--- config.mk ---
export PLATFORM = sky130hd
export DESIGN_NAME = tlv_record_index_scanner_flat
export DESIGN_NICKNAME = d
export VERILOG_FILES = /design/src/rtl/tlvs_pkg.sv /design/src/rtl/tlvs_ifs.sv /design/src/rtl/tlvs_front.sv /design/src/rtl/tlvs_queue.sv /design/src/rtl/tlv_record_index_scanner.sv /design/src/flat_wrapper.sv
export SDC_FILE = /design/constraint.sdc
export NUM_CORES = 1
export LEC_CHECK = 0
export BUFFER_PORTS_ARGS = -buffer_cell sky130_fd_sc_hd__buf_2
export CORE_ASPECT_RATIO = 0.8
export CORE_MARGIN = 4
export CORE_UTILIZATION = 47
export CTS_CLUSTER_SIZE = 30
export DETAILED_ROUTE_END_ITERATION = 8
export GPL_TIMING_DRIVEN = 0
export PLACE_DENSITY = 0.76
export SYNTH_ARGS = -nofsm -noshare
export SYNTH_HDL_FRONTEND = slang
export SYNTH_SLANG_ARGS = --single-unit
--- constraint.sdc ---
create_clock -name clock -period 9.3 [get_ports clock]
set_clock_uncertainty 0.1 [all_clocks]
set_input_delay 0.465 -clock clock [delete_from_list [all_inputs] [get_ports clock]]
set_output_delay 0.465 -clock clock [all_outputs]
set_load 0.05 [all_outputs]
--- src/rtl/tlvs_pkg.sv ---
package tlvs_pkg;

   localparam int LENGTH_BITS_DEF = 32;

   localparam int QUEUE_DEPTH = 4;
   localparam int QUEUE_AW    = $clog2(QUEUE_DEPTH);

   typedef struct packed {
      logic [31:0] record_id;
      logic [31:0] payload_offset;
      logic [31:0] payload_size;
      logic        status;
   } rec_type;

   typedef struct packed {
      logic    valid;
      rec_type rec;
   } push_type;

endpackage

--- src/rtl/tlvs_ifs.sv ---
interface tlvs_req_if;
   logic       valid;
   logic       ready;
   logic [7:0] data_byte;
   logic       buffer_start;

   modport source (output valid, output data_byte, output buffer_start, input ready);
   modport sink (input valid, input data_byte, input buffer_start, output ready);
endinterface

interface tlvs_rsp_if;
   logic        valid;
   logic        ready;
   logic [31:0] record_id;
   logic [31:0] payload_offset;
   logic [31:0] payload_size;
   logic        status;

   modport source (output valid, output record_id, output payload_offset,
                   output payload_size, output status, input ready);
   modport sink (input valid, input record_id, input payload_offset,
                 input payload_size, input status, output ready);
endinterface

interface tlvs_csr_if;
   logic        valid;
   logic        ready;
   logic [31:0] buffer_length;

   modport source (output valid, output buffer_length, input ready);
   modport sink (input valid, input buffer_length, output ready);
endinterface

--- src/rtl/tlvs_front.sv ---
module tlvs_front #(
   parameter int LENGTH_BITS = tlvs_pkg::LENGTH_BITS_DEF
) (
   input  logic                   clock,
   input  logic                   reset,
   tlvs_req_if.sink               req,
   input  logic [LENGTH_BITS-1:0] len,
   input  logic                   q_full,
   output tlvs_pkg::push_type     push
);

   localparam logic [1:0] PH_HEADER  = 2'd0;
   localparam logic [1:0] PH_PAYLOAD = 2'd1;
   localparam logic [1:0] PH_STOPPED = 2'd2;
   localparam logic [2:0] HDR_FIRST  = 3'd0;
   localparam logic [2:0] HDR_LAST   = 3'd7;
   localparam int         SUM_W      = 34;

   logic [LENGTH_BITS-1:0] pos_ff, pos_in, pos_cur;
   logic [LENGTH_BITS-1:0] skip_ff, skip_in;
   logic [1:0]             phase_ff, phase_in, phase_cur;
   logic [2:0]             hcnt_ff, hcnt_in, hcnt_cur;
   logic [31:0]            id_ff, id_in;
   logic [31:0]            size_ff, size_in;
   logic [31:0]            size_full;
   logic [SUM_W-1:0]       off_w;
   logic                   accept;
   logic                   short_tail;
   logic                   bad;

   assign req.ready = ~q_full;

   always_comb begin
      accept    = req.valid & ~q_full;
      pos_cur   = req.buffer_start ? '0 : pos_ff;
      phase_cur = req.buffer_start ? PH_HEADER : phase_ff;
      hcnt_cur  = req.buffer_start ? HDR_FIRST : hcnt_ff;

      size_full  = {req.data_byte, size_ff[23:0]};
      off_w      = SUM_W'(pos_cur) + SUM_W'(1);
      bad        = (off_w + SUM_W'(size_full)) > SUM_W'(len);
      short_tail = (hcnt_cur == HDR_FIRST) &&
                   ((SUM_W'(pos_cur) + SUM_W'(8)) > SUM_W'(len));

      pos_in   = pos_ff;
      skip_in  = skip_ff;
      phase_in = phase_ff;
      hcnt_in  = hcnt_ff;
      id_in    = id_ff;
      size_in  = size_ff;

      push.valid              = 1'b0;
      push.rec.record_id      = id_ff;
      push.rec.payload_offset = off_w[31:0];
      push.rec.payload_size   = size_full;
      push.rec.status         = bad;

      if (accept) begin
         phase_in = phase_cur;
         hcnt_in  = hcnt_cur;
         // saturate the position at the top of the length range
         pos_in   = (pos_cur == '1) ? pos_cur : pos_cur + 1'b1;
         case (phase_cur)
            PH_HEADER: begin
               if (short_tail) begin
                  phase_in = PH_STOPPED;
               end else begin
                  if (!hcnt_cur[2]) begin
                     id_in[{hcnt_cur[1:0], 3'b000} +: 8] = req.data_byte;
                  end else begin
                     size_in[{hcnt_cur[1:0], 3'b000} +: 8] = req.data_byte;
                  end
                  if (hcnt_cur == HDR_LAST) begin
                     hcnt_in    = HDR_FIRST;
                     push.valid = 1'b1;
                     if (bad) begin
                        phase_in = PH_STOPPED;
                     end else if (size_full != '0) begin
                        skip_in  = size_full[LENGTH_BITS-1:0];
                        phase_in = PH_PAYLOAD;
                     end
                  end else begin
                     hcnt_in = hcnt_cur + 3'd1;
                  end
               end
            end
            PH_PAYLOAD: begin
               if (skip_ff != '0) begin
                  skip_in = skip_ff - 1'b1;
               end
               // last payload byte: next byte opens a header
               if (skip_ff[LENGTH_BITS-1:1] == '0) begin
                  phase_in = PH_HEADER;
               end
            end
            default: begin
               // stopped: drop bytes until a new buffer starts
            end
         endcase
      end
   end

   always_ff @(posedge clock) begin
      if (reset) begin
         pos_ff   <= '0;
         skip_ff  <= '0;
         phase_ff <= PH_HEADER;
         hcnt_ff  <= HDR_FIRST;
      end else begin
         pos_ff   <= pos_in;
         skip_ff  <= skip_in;
         phase_ff <= phase_in;
         hcnt_ff  <= hcnt_in;
      end
   end

   always_ff @(posedge clock) begin
      id_ff   <= id_in;
      size_ff <= size_in;
   end

endmodule

--- src/rtl/tlvs_queue.sv ---
module tlvs_queue (
   input  logic               clock,
   input  logic               reset,
   input  tlvs_pkg::push_type push,
   output logic               full,
   tlvs_rsp_if.source         rsp
);

   localparam int AW = tlvs_pkg::QUEUE_AW;

   tlvs_pkg::rec_type mem_ff [tlvs_pkg::QUEUE_DEPTH];

   logic [AW:0]   count_ff, count_in;
   logic [AW-1:0] wr_ff, wr_in;
   logic [AW-1:0] rd_ff, rd_in;
   logic          pop;
   logic          put;

   assign full = (count_ff == (AW+1)'(tlvs_pkg::QUEUE_DEPTH));

   assign rsp.valid          = (count_ff != '0);
   assign rsp.record_id      = mem_ff[rd_ff].record_id;
   assign rsp.payload_offset = mem_ff[rd_ff].payload_offset;
   assign rsp.payload_size   = mem_ff[rd_ff].payload_size;
   assign rsp.status         = mem_ff[rd_ff].status;

   always_comb begin
      pop      = rsp.valid & rsp.ready;
      put      = push.valid;
      wr_in    = put ? AW'(wr_ff + 1'b1) : wr_ff;
      rd_in    = pop ? AW'(rd_ff + 1'b1) : rd_ff;
      count_in = count_ff;
      if (put && !pop) begin
         count_in = count_ff + 1'b1;
      end else if (pop && !put) begin
         count_in = count_ff - 1'b1;
      end
   end

   always_ff @(posedge clock) begin
      if (reset) begin
         count_ff <= '0;
         wr_ff    <= '0;
         rd_ff    <= '0;
      end else begin
         count_ff <= count_in;
         wr_ff    <= wr_in;
         rd_ff    <= rd_in;
      end
   end

   always_ff @(posedge clock) begin
      if (put) begin
         mem_ff[wr_ff] <= push.rec;
      end
   end

endmodule

--- src/rtl/tlv_record_index_scanner.sv ---
// channel | dir | handshake     | beat contents
// req_ch  | in  | valid/ready   | data_byte[7:0], buffer_start
// rsp_ch  | out | valid/ready   | record_id, payload_offset, payload_size, status
// csr_ch  | in  | valid/ready   | buffer_length[31:0], ready held high
//
// One byte beat is taken per cycle unless the record queue is full; a record leaves
// the queue in the cycle after its last header byte at the earliest. Header bytes,
// payload skipping and the fit check all resolve in the same cycle the byte is taken.
// Reset returns the scan to the header phase at position 0 and clears the length.
// A stalled result side fills the four-entry record queue; req_ch.ready drops
// only while that queue is full.
module tlv_record_index_scanner #(
   parameter int LENGTH_BITS = tlvs_pkg::LENGTH_BITS_DEF
) (
   input logic         clock,
   input logic         reset,
   tlvs_req_if.sink    req_ch,
   tlvs_rsp_if.source  rsp_ch,
   tlvs_csr_if.sink    csr_ch
);

   logic [LENGTH_BITS-1:0] len_ff, len_in;
   logic                   q_full;
   tlvs_pkg::push_type     push;

   assign csr_ch.ready = 1'b1;

   always_comb begin
      len_in = len_ff;
      if (csr_ch.valid) begin
         len_in = csr_ch.buffer_length[LENGTH_BITS-1:0];
      end
   end

   always_ff @(posedge clock) begin
      if (reset) begin
         len_ff <= '0;
      end else begin
         len_ff <= len_in;
      end
   end

   tlvs_front #(
      .LENGTH_BITS(LENGTH_BITS)
   ) u_front (
      .clock  (clock),
      .reset  (reset),
      .req    (req_ch),
      .len    (len_ff),
      .q_full (q_full),
      .push   (push)
   );

   tlvs_queue u_queue (
      .clock (clock),
      .reset (reset),
      .push  (push),
      .full  (q_full),
      .rsp   (rsp_ch)
   );

endmodule

--- src/flat_wrapper.sv ---
// flat-port wrapper written by rule: the top's interface ports become plain ports
module tlv_record_index_scanner_flat 
#(
   parameter int LENGTH_BITS = tlvs_pkg::LENGTH_BITS_DEF
)
  (clock, reset, req_ch_valid, req_ch_data_byte, req_ch_buffer_start, req_ch_ready, rsp_ch_valid, rsp_ch_record_id, rsp_ch_payload_offset, rsp_ch_payload_size, rsp_ch_status, rsp_ch_ready, csr_ch_valid, csr_ch_buffer_length, csr_ch_ready);
  tlvs_req_if req_ch_i ();
  tlvs_rsp_if rsp_ch_i ();
  tlvs_csr_if csr_ch_i ();
  input logic clock;
  input logic reset;
  input wire logic [$bits(req_ch_i.valid)-1:0] req_ch_valid;
  input wire logic [$bits(req_ch_i.data_byte)-1:0] req_ch_data_byte;
  input wire logic [$bits(req_ch_i.buffer_start)-1:0] req_ch_buffer_start;
  output wire logic [$bits(req_ch_i.ready)-1:0] req_ch_ready;
  output wire logic [$bits(rsp_ch_i.valid)-1:0] rsp_ch_valid;
  output wire logic [$bits(rsp_ch_i.record_id)-1:0] rsp_ch_record_id;
  output wire logic [$bits(rsp_ch_i.payload_offset)-1:0] rsp_ch_payload_offset;
  output wire logic [$bits(rsp_ch_i.payload_size)-1:0] rsp_ch_payload_size;
  output wire logic [$bits(rsp_ch_i.status)-1:0] rsp_ch_status;
  input wire logic [$bits(rsp_ch_i.ready)-1:0] rsp_ch_ready;
  input wire logic [$bits(csr_ch_i.valid)-1:0] csr_ch_valid;
  input wire logic [$bits(csr_ch_i.buffer_length)-1:0] csr_ch_buffer_length;
  output wire logic [$bits(csr_ch_i.ready)-1:0] csr_ch_ready;
  assign req_ch_i.valid = req_ch_valid;
  assign req_ch_i.data_byte = req_ch_data_byte;
  assign req_ch_i.buffer_start = req_ch_buffer_start;
  assign req_ch_ready = req_ch_i.ready;
  assign rsp_ch_valid = rsp_ch_i.valid;
  assign rsp_ch_record_id = rsp_ch_i.record_id;
  assign rsp_ch_payload_offset = rsp_ch_i.payload_offset;
  assign rsp_ch_payload_size = rsp_ch_i.payload_size;
  assign rsp_ch_status = rsp_ch_i.status;
  assign rsp_ch_i.ready = rsp_ch_ready;
  assign csr_ch_i.valid = csr_ch_valid;
  assign csr_ch_i.buffer_length = csr_ch_buffer_length;
  assign csr_ch_ready = csr_ch_i.ready;
  tlv_record_index_scanner #(.LENGTH_BITS(LENGTH_BITS)) u_core (.clock(clock), .reset(reset), .req_ch(req_ch_i), .rsp_ch(rsp_ch_i), .csr_ch(csr_ch_i));
endmodule
=== After elaboration in Yosys (flattened, before gate mapping) ===
Memories as Yosys holds them, arrays and structs flattened. A register that Yosys moved wholly into a read port is not among the register bits.
Cells that the tools add are included.

* Add/subtract/negate cells: 11
* Order comparisons: 2
* Equality and inequality tests: 9
* Shift-type cells: 2
* Multiplexer cells: 31
* Bitwise operators: 5
* Reduce and logical (&&, ||, !) cells: 16

{| class="wikitable"
|+ Operator list
! operator !! number
|-
| $mux 32 || 7
|-
| $bwmux 32 || 2
|-
| $pmux 32 s2 || 1
|-
| $reduce_bool 32->1 || 2
|-
| $add 33x32->34 || 1
|-
| $gt 34x32->1 || 1
|-
| $add 32x1->33 const B || 1
|-
| $add 32x4->33 const B || 1
|-
| $gt 33x32->1 || 1
|-
| $add 32x1->32 const B || 1
|-
| $eq 32x32->1 const B || 1
|-
| $shift 8x7->32 const A || 1
|-
| $shiftx 8x7->32 || 1
|-
| $sub 32x1->32 const B || 1
|-
| $logic_not 31->1 || 1
|-
| $mux 3 || 6
|-
| $mux 2 || 8
|-
| $ne 2x2->1 const B || 5
|-
| $reduce_and 4->1 || 2
|-
| $neg 5->7 || 1
|-
| $reduce_and 7->1 || 1
|-
| $add 3x1->3 const B || 2
|-
| $eq 3x3->1 const B || 2
|-
| $mux 1 || 6
|-
| 12 further kinds || 20
|}

* Register bits: 172
* Bits in writable memories: 388
* Input bits: 46
* Logic and storage cells: 87
* Memories: 1

{| class="wikitable"
|+ Memories
! memory !! depth !! bits a word !! read ports !! clocked after Yosys merged registers in !! write ports !! line !! source
|-
| u_core.u_queue.mem_ff || 4 || 97 || 1 || 1 || 1 || tlvs_queue.sv:11 || <nowiki>tlvs_pkg::rec_type mem_ff [tlvs_pkg::QUEUE_DEPTH];</nowiki>
|}

=== Logic depth before layout (Yosys ltp) ===
* Word-level depth: 11
* Mapped depth: 31

=== Modules after synthesis ===
Synthesis repeated with hierarchy kept, for this count alone.

* Cells, all modules: 1917
* Area, all modules: 25991.2 um^2

{| class="wikitable"
|+ By module, submodules not included
! module !! times used !! cells each !! area an instance (um^2)
|-
| tlvs_queue || 1 || 551 || 14423.8
|-
| tlvs_front || 1 || 1261 || 10392.5
|-
| tlv_record_index_scanner || 1 || 105 || 1174.9
|}

=== Least setup slack after synthesis ===
Ideal clock, no wire load.

* Kind: input-to-reg
* From: input req_ch_buffer_start
* To: memory u_core.u_queue.mem_ff[0][0] (netlist bit) (enable)
* Arrival time: 7.073 ns
* Path slack: 1.660 ns
* Stages: 19
* Path buffers: 3
* Path through: buf_2 > buf_1 > nor2b_1 > ha_1 > nand3_1 > nor4b_2 > nand3_1 > or3_1 > or4_1 > xnor2_1 > ha_1 > and3_1 > a221o_1 > a31oi_1 > o2111ai_1 > o21ai_2 > and3_1 > clkbuf_1 > and2_1

{| class="wikitable"
|+ RTL lines
! what !! line !! source
|-
| start, declared || flat_wrapper.sv:14 || <nowiki>input wire logic [$bits(req_ch_i.buffer_start)-1:0] req_ch_buffer_start;</nowiki>
|-
| end, declared || tlvs_queue.sv:11 ||
|}

==> metrics.md <==
| Metric | Value |
|---|---|
| Fmax | `0.1099 GHz` |
| Metal-1 WL | `29.90 mm` |
| Synth Register Bits | `554` |
| Max_slew headroom | `6.744%` |
| All-Layer GR Usage | `23.62%` |
| Final cycle utilization of the critical path | `97.87%` |
| Number of flops mapped to enable cells by yosys | `444` |
| DR pass1 iterations | `6` |
| Most area-consuming cells after synthesis | `edfxtp_1 (52%), dfxtp_1 (8.6%), mux4_2 (8.5%)` |
| CORE AREA | `0.05392 mm²` |
| Num CTS Buffers | `54` |
| Worst Path Arrival | `9.52 ns` |
| Mapped Avg Cell Area | `13.50 µm²` |
| Syn nets | `2064` |
| Commonest cells in the netlist | `edfxtp_1 (444), nor2_1 (164), ha_1 (115)` |
| CP startpoint | `req_ch_buffer_start` |
| Total grt overflow | `0` |
| Vias in the first global route | `16992` |
| Largest net degree at the start of global routing | `56` |
| # setup viols final | `0` |
| WHS | `0.01468 ns` |
| # rows | `76` |
| Register area share after synthesis | `60.52%` |
| Port-buffer cells | `142` |
| Clk slew on worst S/H paths | `0.06 ns` |
| CP Capture Point | `u_core.u_front.skip_ff[7]$_SDFFE_PP0P_` |
| First-pass GRT wire length | `105.0 mm` |
| Synth Warn # | `0` |
| P per Cell Area | `188.7 mW/mm²` |
| Mux share of post-synthesis cell area | `9.837%` |
| ANT nets after route | `0` |
| LEAKAGE | `10.13 nW` |
| Met2 wire len | `31.25 mm` |
| Dpl hpwl | `48.71 mm` |
| Post-layout nets | `2288` |
| Drc violations | `0` |
| RR Endpoint | `u_core.u_front.skip_ff[7]$_SDFFE_PP0P_` |
| Cell with the most instances after synthesis | `edfxtp_1` |
| Setup TNS | `0 ns` |
| Largest family of logic cells by synthesized area | `simple AND/OR/NAND/NOR gates` |
| Antenna Cells | `0` |
| Hold Path Class | `primary input to register` |
| Netlist cell types | `81` |
| Yosys top cell by area | `edfxtp_1` |
| Post-synth design cell area | `0.02567 mm²` |
| Met3 wire len | `6.424 mm` |
| P&R area growth vs syn | `14.47%` |
| Max FO, Critical Path | `10` |
| Xor and xnor area share after synthesis | `2.866%` |
| DR WL/cell | `24.36 µm` |
| Die area | `0.05844 mm²` |
| FF-to-FF setup slack | `0.58 ns` |
| VDD IR max | `126.2 µV` |
| Final hold violation count | `0` |
| Final WL | `69.90 mm` |
| CP max stage cell | `nor4_1` |
| Detail-routed via count per cell | `6.004` |
| TritonCTS clock tree | `yes` |
| Initial Utilization | `47.61%` |
| Max-cap violations | `0` |
| Top Layer Used | `met5` |
| CTS root buf | `clkbuf_16` |
| Worst r2r path cells | `22` |
| Initial antenna violation count | `4` |
| CP max stage delay | `1.09 ns` |
| Post-synth top area share | `51.94%` |
| Ys async rst share | `0%` |
| Worst setup path category | `primary input to register` |
| Critical path capture point type | `register` |
| CP Launch Type | `primary input` |
| Die Span Y | `217.0 µm` |
| Share of cells above drive strength 1 | `18.04%` |
| Crit path time final | `9.102 ns` |
| Worst r2r src | `u_core.u_front.pos_ff[3]$_SDFFE_PP0P_` |
| # H-tree levels | `2` |
| Die X | `269.3 µm` |
| Sink Count | `554` |
| Routability cong. | `0.9653` |
| Max-slew violations | `0` |
| CP required | `9.72 ns` |
| Compound-Gate Fraction of Synth Area | `7.702%` |
| Synth Flop Type | `edfxtp_1` |
| Top-level I/O count | `146` |
| Post-synthesis simple-gate area fraction | `11.09%` |
| DRT iter0 DRCs | `1749` |
| Slew of the pin with the lowest slew margin | `1.386 ns` |
| Clock Latency Late Sink | `0.61 ns` |
| Clock tree buffer depth | `3` |
| Vias post-DR | `17232` |
| Adder-cell share of the synthesized area | `5.801%` |
| Total power | `5.543 mW` |
| Status | `finished clean` |
| RSZ-0062 raised after global routing | `no` |
| Cells after Synth | `1901` |
layout by cell type (no fill, tap or decap), types with 22 or more instances in the layout:
| master | count |
|---|---|
| nor3_1 | 45 |
| a21oi_1 | 110 |
| o21ai_0 | 67 |
| nand2_1 | 113 |
| clkbuf_1 | 56 |
| inv_1 | 55 |
| and2_1 | 40 |
| xnor2_1 | 48 |
| mux2i_1 | 34 |
| xor2_1 | 35 |
| a21o_1 | 23 |
| dfxtp_1 | 110 |
| nor4_1 | 25 |
| nor2_1 | 163 |
| nand3_1 | 28 |
| mux4_2 | 97 |
| ha_1 | 115 |
| dlygate4sd3_1 | 22 |
| nand4_1 | 26 |
| buf_2 | 148 |
| edfxtp_1 | 444 |
| clkbuf_16 | 55 |
flip-flops by register name, summed over array words and instances (netlist names), named ones only:
register and count:
u_core.u_front.size_ff 24, u_core.u_queue.rd_ff 2, u_core.u_queue.count_ff 3, u_core.len_ff 32
u_core.u_front.phase_ff 2, u_core.u_front.hcnt_ff 3, u_core.u_queue.wr_ff 2, u_core.u_front.pos_ff 32
u_core.u_front.skip_ff 32, u_core.u_front.id_ff 32, u_core.u_queue.mem_ff 388
what timing repair did:
item                                    4_1_cts  5_1_grt
hold endpoints to repair                     22        0
hold buffers                                 22        0
setup buffers                                 0        0
endpoints found under the setup margin        0       10
resized for setup                             0        3
area by class of cell:
type / instances / area (µm²)
tap: 702 / 878.3
sequential: 554 / 15530
buffer: 83 / 346.6
fill: 4274 / 24530
clock buffer: 62 / 1423
multi-input combinational: 1208 / 9600
timing repair buffer: 168 / 1041
clock inverter: 37 / 347.8
inverter: 56 / 210.2
worst min path at each step:
stage | from | slack, ns | endpoint | cells past startpoint
2_1_floorplan | u_core.u_front.skip_ff[29]$_SDFFE_PP0P_ | 0.34 | u_core.u_front.skip_ff[29]$_SDFFE_PP0P_ | 2
3_3_place_gp | u_core.u_front.skip_ff[9]$_SDFFE_PP0P_ | 0.36 | u_core.u_front.skip_ff[9]$_SDFFE_PP0P_ | 2
3_5_place_dp | u_core.u_front.skip_ff[16]$_SDFFE_PP0P_ | 0.36 | u_core.u_front.skip_ff[16]$_SDFFE_PP0P_ | 2
4_1_cts | csr_ch_buffer_length[9] | 0.0003 | u_core.len_ff[9]$_SDFFE_PP0P_ | 3
5_1_grt | csr_ch_buffer_length[9] | 0.004 | u_core.len_ff[9]$_SDFFE_PP0P_ | 3
6_report | csr_ch_buffer_length[18] | 0.01 | u_core.len_ff[18]$_SDFFE_PP0P_ | 3
critical path: cells and delay by family:
kind	cells	cell delay [ns]
and+or+nand+nor	6	3.22
AOI/OAI and AO/OA	10	2.74
buffers and inverters	4	1.40
adders and majority gates	3	1.02
xor gates and xnor gates	2	0.64
through the flow:
stage	instance area (µm²)	utilization, %	setup slack (ns)	std cells
after floorplan	25670	-	1.660	1901
after global placement	27260	50.55	-1.996	2745
after detailed placement	27380	50.78	-0.09465	2749
after CTS	29370	54.47	0.4666	2870
after global routing	29380	54.50	0.07491	2870
final	29380	54.50	0.1982	2870
cell families after synthesis:
kind of cell | Yosys count
AND/OR/NAND/NOR | 562
flip-flops | 554
AO/OA/AOI/OAI | 312
buffers and inverters | 139
multiplexers | 131
adder cells (fa/ha/maj) | 118
XOR/XNOR | 84
other | 1
per-layer routing:
metal,vias up,global-route usage [%]
met3,150,4.586
met4,2,7.897
li1,7687,-
met5,-,0
met1,8554,34.31
met2,839,36.14
report_power, final:
part           internal, mW  switching (mW)
Clock                  1.26           0.930
Sequential             2.70          0.0305
Combinational         0.214           0.411
Total                  4.17            1.37
Power figures use the tool's default switching activity.
